<file path="src/rtl/per_key_token_bucket_limiter_core_assert.svh">
// ----------------------------------------------------------------------------
// per_key_token_bucket_limiter_core_assert.svh
// assertion macros used by the limiter datapath rtl
// ----------------------------------------------------------------------------
`ifndef PER_KEY_TOKEN_BUCKET_LIMITER_CORE_ASSERT_SVH
`define PER_KEY_TOKEN_BUCKET_LIMITER_CORE_ASSERT_SVH

// same-cycle implication
`define PKTBL_ASSERT_IMP(lbl, clk_s, rst_s, ante, cons, msg) \
  lbl: assert property (@(posedge clk_s) disable iff (rst_s) (ante) |-> (cons)) \
    else $error(msg);

// next-cycle implication
`define PKTBL_ASSERT_NXT(lbl, clk_s, rst_s, ante, cons, msg) \
  lbl: assert property (@(posedge clk_s) disable iff (rst_s) (ante) |=> (cons)) \
    else $error(msg);

`endif

</file>
<file path="src/rtl/pktbl_pkg.sv">
// ----------------------------------------------------------------------------
// pktbl_pkg
// types and constants of the per-key token bucket limiter
// ----------------------------------------------------------------------------
package pktbl_pkg;

  localparam int FRAC_BITS = 24;
  localparam int TOK_BITS  = 40;
  localparam logic [TOK_BITS-1:0] ONE_TOK = 40'd1 << FRAC_BITS;

  localparam int CFG_IDX_W = 3;
  localparam int CFG_W     = 32;

  // configuration register indexes
  localparam logic [CFG_IDX_W-1:0] REG_REFILL_RATE      = 3'd0;
  localparam logic [CFG_IDX_W-1:0] REG_BURST_SIZE       = 3'd1;
  localparam logic [CFG_IDX_W-1:0] REG_IDLE_TICKS       = 3'd2;
  localparam logic [CFG_IDX_W-1:0] REG_MAX_ENTRIES      = 3'd3;
  localparam logic [CFG_IDX_W-1:0] REG_CLEANUP_INTERVAL = 3'd4;

  typedef struct packed {
    logic [63:0] flow_key;
    logic        key_empty;
    logic [31:0] timestamp;
  } req_t;

  typedef struct packed {
    logic       allowed;
    logic [6:0] entries_in_use;
  } resp_t;

  typedef struct packed {
    logic start;
    logic bypass;
    logic insert;
    logic mul;
    logic upd;
    logic wb;
    logic sweep;
    logic evict;
    logic clear_oldest;
    logic load_out;
  } cmd_t;

  typedef struct packed {
    logic bypass;
    logic scan_done;
    logic match;
    logic mod_done;
    logic mod_zero;
    logic over_cap;
    logic out_busy;
  } stat_t;

endpackage

</file>
<file path="src/rtl/pktbl_ctrl.sv">
// ----------------------------------------------------------------------------
// pktbl_ctrl
// sequencer for lookup, refill, cleanup and eviction
// ----------------------------------------------------------------------------
module pktbl_ctrl
  import pktbl_pkg::*;
(
  input  logic  clk,
  input  logic  rst,
  input  logic  in_valid,
  output logic  in_stall,
  input  stat_t stat,
  output cmd_t  cmd
);

  typedef enum logic [3:0] {
    S_IDLE, S_FIND, S_MUL, S_UPD, S_WB, S_MOD, S_SWEEP, S_CAP, S_EVICT, S_DONE
  } state_t;

  state_t state, state_next;

  assign in_stall = (state != S_IDLE);

  always_comb begin
    cmd        = '0;
    state_next = state;
    case (state)
      S_IDLE: begin
        if (in_valid) begin
          if (stat.bypass) begin
            cmd.bypass = 1'b1;
            state_next = S_DONE;
          end else begin
            cmd.start  = 1'b1;
            state_next = S_FIND;
          end
        end
      end
      S_FIND: begin
        if (stat.scan_done) begin
          if (stat.match) begin
            state_next = S_MUL;
          end else begin
            cmd.insert = 1'b1;
            state_next = S_MOD;
          end
        end
      end
      S_MUL: begin
        cmd.mul    = 1'b1;
        state_next = S_UPD;
      end
      S_UPD: begin
        cmd.upd    = 1'b1;
        state_next = S_WB;
      end
      S_WB: begin
        cmd.wb     = 1'b1;
        state_next = S_MOD;
      end
      S_MOD: begin
        if (stat.mod_done) begin
          if (stat.mod_zero) begin
            cmd.sweep  = 1'b1;
            state_next = S_SWEEP;
          end else begin
            state_next = S_CAP;
          end
        end
      end
      S_SWEEP: begin
        if (stat.scan_done) begin
          state_next = S_CAP;
        end
      end
      S_CAP: begin
        if (stat.over_cap) begin
          cmd.evict  = 1'b1;
          state_next = S_EVICT;
        end else begin
          state_next = S_DONE;
        end
      end
      S_EVICT: begin
        if (stat.scan_done) begin
          cmd.clear_oldest = 1'b1;
          state_next       = S_CAP;
        end
      end
      S_DONE: begin
        if (!stat.out_busy) begin
          cmd.load_out = 1'b1;
          state_next   = S_IDLE;
        end
      end
      default: state_next = S_IDLE;
    endcase
  end

  always_ff @(posedge clk) begin
    if (rst) begin
      state <= S_IDLE;
    end else begin
      state <= state_next;
    end
  end

endmodule

</file>
<file path="config.mk">
export PLATFORM = sky130hd
export DESIGN_NAME = pktbl_ctrl
export DESIGN_NICKNAME = d
export VERILOG_FILES = /design/src/rtl/per_key_token_bucket_limiter_core_assert.svh /design/src/rtl/pktbl_pkg.sv /design/src/rtl/pktbl_ctrl.sv
export SDC_FILE = /design/constraint.sdc
export NUM_CORES = 1
export LEC_CHECK = 0
export BUFFER_PORTS_ARGS = -buffer_cell sky130_fd_sc_hd__buf_2
export CAP_MARGIN = 20
export CORE_AREA = 2 2 39 41
export DETAILED_ROUTE_END_ITERATION = 8
export DIE_AREA = 0 0 41 43
export PLACE_DENSITY = 0.66
export REMOVE_ABC_BUFFERS = 1
export SLEW_MARGIN = 15
export SYNTH_ARGS = -nofsm -noshare
export SYNTH_HDL_FRONTEND = slang
export SYNTH_SLANG_ARGS = --single-unit
</file>
<file path="constraint.sdc">
create_clock -name clk -period 1.7 [get_ports clk]
set_clock_uncertainty 0.1 [all_clocks]
set_input_delay 0 -clock clk [delete_from_list [all_inputs] [get_ports clk]]
set_output_delay 0 -clock clk [all_outputs]
set_load 0.01 [all_outputs]
</file>
; Yosys cells after proc, flatten, opt, wreduce, memory -nomap -nowiden
; Cells that the tools add are included.
[word_totals]
register_bits = 4
inputBits = 10
out_inout_bits = 11
elab_cells = 48
[op_classes]
n_eq_ne = 14
n_mux = 29
n_reduce_logical = 4
[op_table]
columns = op, n
row1 = $pmux W4 S9, 1
row2 = $mux W4, 6
row3 = $mux W1, 19
row4 = $eq A4 B3 Y1 const B, 4
row5 = $eq A4 B2 Y1 const B, 2
row6 = $eq A4 B4 Y1 const B, 2
row7 = $ne A2 B2 Y1 const B, 4
row8 = $reduce_and A5 Y1, 1
row9 = $eq A4 B1 Y1 const B, 1
row10 = $logic_not A4 Y1, 1
row11 = $mux W2, 2
row12 = $reduce_bool A4 Y1, 1
row13 = $mux W3, 1
row14 = $ne A2 B1 Y1 const B, 1
row15 = $reduce_or A2 Y1, 1

; Logic depth before layout (Yosys ltp)
; Gate-level depths: netlist of run 1.
[depth]
ltp_word = 4
mapped_depth = 7
ltp_nobuf = 5

; Least setup slack after synthesis of run 1
; No wires, ideal clock.
[synth_timing]
path_kind = reg2reg
from = register state[2]
to = register state[1]
t_arrival_ns = 1.501
required_ns = 1.486
setup_slack_ns = -0.016
stages_incl_launch_ff = 7
n_path_buf = 1
synth_period_minus_slack_ns = 1.716
cell_sequence = dfxtp_1 -> buf_4 -> or4b_1 -> a31o_1 -> o311ai_4 -> mux2i_1 -> nor2_1
[synth_via]
elab_chain_cells = 4
elab_cells_between_ends = 18
[synth_rtl]
columns = element, line_no
row1 = start: declaration, pktbl_ctrl.sv:20  ; state_t state, state_next;
row2 = start signal: assignment, pktbl_ctrl.sv:104  ; state <= state_next;
row3 = $eq A4 B4 Y1 or $eq A4 B3 Y1 (tied branches), pktbl_ctrl.sv:27  ; case (state)
row4 = $reduce_or A2 Y1 (no source line), -
row5 = $ne A2 B1 Y1 (no source line), -
row6 = $reduce_and A5 Y1 (no source line), -
; Several ways; a longest one is shown, not always the timed one.
; A chain may end at the register's enable or synchronous reset.

; Final worst setup path of run 1
[layout_timing]
from = register state[0]
to = register state[1]
; Same word-level chain as after synthesis.

==> results of run 1 <==
-- worst paths after layout --
check / startpoint / end / cells after the start
worst max-delay path: state[0]$_SDFFE_PP0P_ / state[1]$_SDFFE_PP0P_ / 5
worst min register to register: state[3]$_SDFFE_PP0P_ / state[3]$_SDFFE_PP0P_ / 3
worst min-delay path: rst / state[1]$_SDFFE_PP0P_ / 2
worst max register to register: state[0]$_SDFFE_PP0P_ / state[1]$_SDFFE_PP0P_ / 5
-- worst max-delay path, delay by kind of cell, from the launching register on --
family / cells / cell delay [ns]
DFF: 1 / 0.34
muxes: 1 / 0.23
AOI/OAI and AO/OA: 2 / 0.37
and+or+nand+nor: 2 / 0.57
-- what timing repair did --
action / 4_1_cts / 5_1_grt
resized for setup: 8 / 3
setup endpoints to repair: 5 / 5
setup buffers: 1 / 1
pin swaps: 2 / 3
endpoints found under the hold margin: 4 / 4
-- power groups by stage --
stage                     combinational, mW  clock (mW)  sequential, mW
after global placement                0.841           0           0.187
after global routing                   1.01       0.128           0.205
after CTS                             0.898       0.122           0.198
after floorplan                       0.450           0           0.242
final                                 0.916       0.117           0.200
after detailed placement              0.851           0           0.194
-- through the flow --
stage	std cells	hold slack, ns	setup slack, ns	setup TNS [ns]
finish	114	-0.0837	-0.0285	-0.0524
global route	114	-0.0771	-0.0956	-0.257
CTS	113	-0.0917	-0.0280	-0.0459
detailed placement	109	0.165	-0.104	-0.350
global placement	109	0.153	-0.0521	-0.158
floorplan	60	-0.0505	-0.193	-0.665
-- area by class of cell --
cell class                      instances  area (µm²)  area share, %
Clock buffer                            3        22.5           3.05
Sequential cell                         4        90.1           12.2
Tap cell                               16        20.0           2.71
Timing Repair Buffer                   35         216           29.3
Inverter                                4        15.0           2.03
Multi-Input combinational cell         52         375           50.8
-- placed cells by master (no fill, tap or decap), types with 2 or more instances in the layout --
cell type and instances:
buf_2 20, buf_4 14, clkbuf_4 3, dfxtp_2 2, dfxtp_4 2, inv_1 2
inv_2 2, mux2i_1 2, nand2_1 8, nand2b_1 2, nand3_1 2, nor2_1 6
nor2b_1 2, nor3_1 4, o21ai_0 2, o22ai_1 2
-- per-layer routing --
layer	track usage, %	vias up	wire (µm)
li1	-	309	-
met1	26.0	258	656
met2	25.3	17	620
met3	1.57	2	71
met4	6.00	0	18
met5	0	-	0
-- kinds of logic after synthesis --
| group | share of synthesized area [%] |
|---|---|
| muxes | 8.92 |
| AOI/OAI and AO/OA | 24.9 |
| and+or+nand+nor | 40.7 |
| buffers and inverters | 8.66 |
| DFF | 16.8 |
==> summary.md, run 1 <==
| Metric | Value |
|---|---|
| Outcome | `complete, but fails checks` |
| Failing checks | `negative hold slack, negative setup slack` |
| Slew Limit Fails | `0` |
| CTS H-tree lvls | `1` |
| Flop2flop setup slack | `-0.03 ns` |
| Psw | `around 0.53 mW` |
| Reg power frac | `16.2%` |
| Period utilization | `102%` |
| Ratio of cells with drive above 1 in the final layout | `53.1%` |
| Drt wl/cell | `12.0 µm` |
| Reg with most FFs | `state` |
| Die width | `around 41 µm` |
| WL final | `roughly 1.4 mm` |
| Clock latency on the worst-skew pair | `around 0.24 ns` |
| Peak supply drop | `approximately 800 µV` |
| Pint | `around 0.7 mW` |
| Nets@finish | `110` |
| DRC Markers | `0` |
| Crit path largest cell delay | `0.52 ns` |
| Synth area leaders | `dfxtp_1 (17%), nand2_1 (6.3%), o311ai_4 (5.5%)` |
| RSZ-0062 raised after global routing | `true` |
| Clk slew on worst S/H paths | `0.04 ns` |
| Max-slew headroom | `73.5%` |
| Power Total | `around 1.2 mW` |
| Hpwl dp | `~1.1 mm` |
| Comb power frac | `74.3%` |
| Yosys top cell by area | `dfxtp_1` |
| Die Y-Extent | `~43 µm` |
| Sw Share | `43.0%` |
| HP Class | `in2reg` |
| Biggest registers after layout | `state (4)` |
| Row cnt | `14` |
| Initial Util | `34.4%` |
| Crit-path max FO | `6` |
| Clk network pwr share | `a little under a tenth` |
| Power Dens Cells | `about 1700 nW/µm²` |
| Number of antenna diodes | `0` |
| # port buffers | `20` |
| Maxcap violations | `0` |
| Total of fill cells in the finished design | `144` |
| Worst-margin pin slew | `~0.40 ns` |
| Final Hold Slack | `-0.0837 ns` |
| Area Overhead vs Synth | `55.1%` |
| Cell Chain, Critical Path | `or4bb_1 -> a31o_1 -> o311ai_4 -> mux2i_1 -> nor2_1` |
| Drt pass-1 iters | `4` |
| Fin util | `a little over half` |
| Max Root-Sink Buffers | `2` |
| Slowest stage cell, crit path | `or4bb_1` |
| Via count | `~590` |
| CTS Buf Count | `3` |
| Fin. Hold Viols | `4` |
| WP data arrival | `about 1.8 ns` |
| Final setup fails | `2` |
| Initial antenna violation count | `0` |
| Placed inst area | `approximately 670 µm²` |
| Total Routing Usage GR | `between 10% and 20%` |
| Most frequent cells after synthesis | `nand2_1 (8), nor2_1 (6), nor3_1 (5)` |
| Core Box Area | `about 1400 µm²` |
| Synth async-reset ratio | `0%` |
| EDFF count, synth | `0` |
| Total die area | `1760 µm²` |
| Synth cell types | `34` |
| Total grt overflow | `0` |
| Largest net degree at the start of global routing | `13` |
| Synth Cell Area | `between 400 and 500 µm²` |
| Req. time, crit path | `~1.7 ns` |
| Top_reg_cell synth | `dfxtp_1` |
| Synthesis Warnings | `0` |
| Root Buffer | `clkbuf_4` |
| Fmax | `just under 600 MHz` |
| CTS sink cnt | `4` |
| Number of global-route vias before repair | `slightly above 500` |
| Post-route ant nets | `0` |
| Most frequent cell after synthesis | `nand2_1` |
| Syn Area/Cell | `between 7 and 8 µm²` |
| Design Area, Final | `approximately 740 µm²` |
| Min Tclk post-route | `1.73 ns` |
| Initial drt markers | `5` |
| Worst setup EP type | `register` |
| Routability congestion estimate from global placement | `~0.77` |
| Leakage | `between 0.3 and 0.4 nW` |
| First-pass GRT wire length | `roughly 2.2 mm` |
| Final WS setup | `-0.0285 ns` |
| Yosys reg bits | `4` |
| Critical path launch point type | `register` |
| Yosys top cell area share | `between 10% and 20%` |
| DR vias/cell | `just over 5` |
| Kind of critical path | `reg2reg` |
| Max FFs per register | `4` |
| Post-synthesis sequential area ratio | `16.8%` |
| CTS tree | `yes` |
| Syn Inst Count | `65` |
| # IOs | `21` |
No activity file was read; power rests on OpenSTA's default activity.
==> inputs of run 2 (changes only) <==
--- a/config.mk
+++ b/config.mk
@@ -8,6 +8,7 @@
 export BUFFER_PORTS_ARGS = -buffer_cell sky130_fd_sc_hd__buf_2
 export CAP_MARGIN = 20
 export CORE_AREA = 2 2 39 41
+export CTS_BUF_LIST = sky130_fd_sc_hd__clkbuf_8
 export DETAILED_ROUTE_END_ITERATION = 8
 export DIE_AREA = 0 0 41 43
 export PLACE_DENSITY = 0.66
==> constraint.sdc (replaced) <==
create_clock -name clk -period 1.7 [get_ports clk]
set_clock_uncertainty 0.1 [all_clocks]
set_input_delay 0.34 -clock clk [delete_from_list [all_inputs] [get_ports clk]]
set_output_delay 0.34 -clock clk [all_outputs]
set_load 0.01 [all_outputs]
==> summary.md, run 2 (synthesized netlist as in run 1, its figures left out) <==
| Metric | Value |
|---|---|
| Outcome | `complete, but fails checks` |
| Failing checks | `negative setup slack` |
| Total Routing Usage GR | `18.4%` |
| Placed Cells | `107` |
| Number of antenna diodes | `0` |
| Initial drt markers | `12` |
| Design Area, Final | `~790 µm²` |
| CTS Buf Count | `3` |
| Largest net degree at the start of global routing | `12` |
| Max FFs per register | `4` |
| Initial Util | `about 34%` |
| Fmax | `550 MHz` |
| Core Box Area | `~1400 µm²` |
| R2R depth | `6` |
| Total die area | `roughly 1800 µm²` |
| Flop2flop setup slack | `-0.07 ns` |
| Post-route setup TNS | `-0.322 ns` |
| CP endpoint | `cmd[7]` |
| Nets@finish | `~110` |
| Met1 wire length | `642 µm` |
| Drt wl/cell | `approximately 13 µm` |
| Maxcap violations | `0` |
| Via count | `approximately 600` |
| CTS tree | `yes` |
| Max Root-Sink Buffers | `2` |
| Peak supply drop | `956 µV` |
| Clk slew on worst S/H paths | `about 0.030 ns` |
| Die Y-Extent | `between 40 and 50 µm` |
| HP Class | `in2reg` |
| # port buffers | `20` |
| Die width | `between 40 and 50 µm` |
| Leakage | `around 0.36 nW` |
| Top layer used by detailed routing | `met4` |
| RSZ-0062 raised after global routing | `true` |
| Reg2reg start | `state[1]$_SDFFE_PP0P_` |
| CP startpoint | `state[1]$_SDFFE_PP0P_` |
| Reg with most FFs | `state` |
| Crit-path max FO | `3` |
| Req. time, crit path | `about 1.3 ns` |
| Max-slew headroom | `about three quarters` |
| Fin. Hold Viols | `0` |
| WL final | `~1.4 mm` |
| Final WS setup | `-0.119 ns` |
| Placed inst area | `about 650 µm²` |
| Initial antenna violation count | `0` |
| Drt pass-1 iters | `4` |
| Kind of critical path | `reg2out` |
| Fin util | `about 57%` |
| Worst setup EP type | `output pin` |
| Number of global-route vias before repair | `573` |
| Total grt overflow | `0` |
| Post-route ant nets | `0` |
| Met3 WL | `approximately 76 µm` |
| Commonest non-fill, non-tap cells in the layout | `buf_2 (20), buf_4 (9), nand2_1 (6)` |
| Critical path launch point type | `register` |
| Power Dens Cells | `1790 nW/µm²` |
| Ratio of cells with drive above 1 in the final layout | `between 60% and 70%` |
| Hpwl dp | `approximately 1.1 mm` |
| First-pass GRT wire length | `around 2.2 mm` |
| Root Buffer | `clkbuf_8` |
| Worst-margin pin slew | `around 0.38 ns` |
| Most common cell after layout, fill and taps aside | `buf_2` |
| Routability congestion estimate from global placement | `0.794` |
| Dpl ws | `-0.0375 ns` |
| WP data arrival | `1.38 ns` |
| Area Overhead vs Synth | `65.1%` |
| # IOs | `21` |
| DR WL met2 | `roughly 670 µm` |
| Clock latency on the worst-skew pair | `0.21 ns` |
| Final std cells w/o fill | `approximately 110` |
| DR vias/cell | `around 5.4` |
| Min Tclk post-route | `about 1.8 ns` |
| Biggest registers after layout | `state (4)` |
| Row cnt | `14` |
| DRC Markers | `0` |
| Final setup fails | `6` |
| Period utilization | `107%` |
| CTS sink cnt | `4` |
| Slew Limit Fails | `0` |
| CTS H-tree lvls | `1` |
| Critical R2R Capture | `state[1]$_SDFFE_PP0P_` |
## run 2: metal layers
metal	GRT usage (%)	up-vias
met1	23.5	281
li1	-	304
met5	0	-
met4	8.00	0
met3	1.57	2
met2	29.7	17
## run 2: stage by stage
| step | hold WS (ns) | total power [mW] |
|---|---|---|
| after floorplan | 0.309 | 0.692 |
| after global placement | 0.493 | 1.00 |
| after detailed placement | 0.497 | 1.02 |
| after CTS | 0.264 | 1.31 |
| after global routing | 0.260 | 1.52 |
| final | 0.253 | 1.41 |
## run 2: cell type report
class	instances	area [µm²]
sequential	4	85.1
clock buffer	3	41.3
timing repair buffer	33	213
inverter	4	15.0
tap	16	20.0
multi-input combinational	52	413
fill	124	597
## run 2: how the worst min path moves through the flow
stage / startpoint / to / slack (ns) / cells past startpoint
finish: rst / state[3]$_SDFFE_PP0P_ / 0.25 / 2
detailed placement: rst / state[3]$_SDFFE_PP0P_ / 0.50 / 2
global route: rst / state[3]$_SDFFE_PP0P_ / 0.26 / 2
floorplan: rst / state[3]$_SDFFE_PP0P_ / 0.31 / 1
global placement: rst / state[1]$_SDFFE_PP0P_ / 0.49 / 2
CTS: rst / state[3]$_SDFFE_PP0P_ / 0.26 / 2
## run 2: worst max-delay path: stages (launching register included)
cell and delay (ns):
dfxtp_2 0.32, or4b_4 0.54, nor3b_2 0.15, buf_2 0.14
## run 2: report_power, final
part           internal [mW]  switching (mW)  leakage, nW  total [mW]
sequential             0.142          0.0479       0.0344       0.190
clock                  0.151          0.0459       0.0216       0.197
combinational          0.526           0.496        0.301        1.02
## run 2: timing repair
item	in CTS	in global routing
buffers inserted	2	0
hold buffers	0	0
gates resized for setup	9	13
endpoints found under the setup margin	7	12
pin swaps	4	5
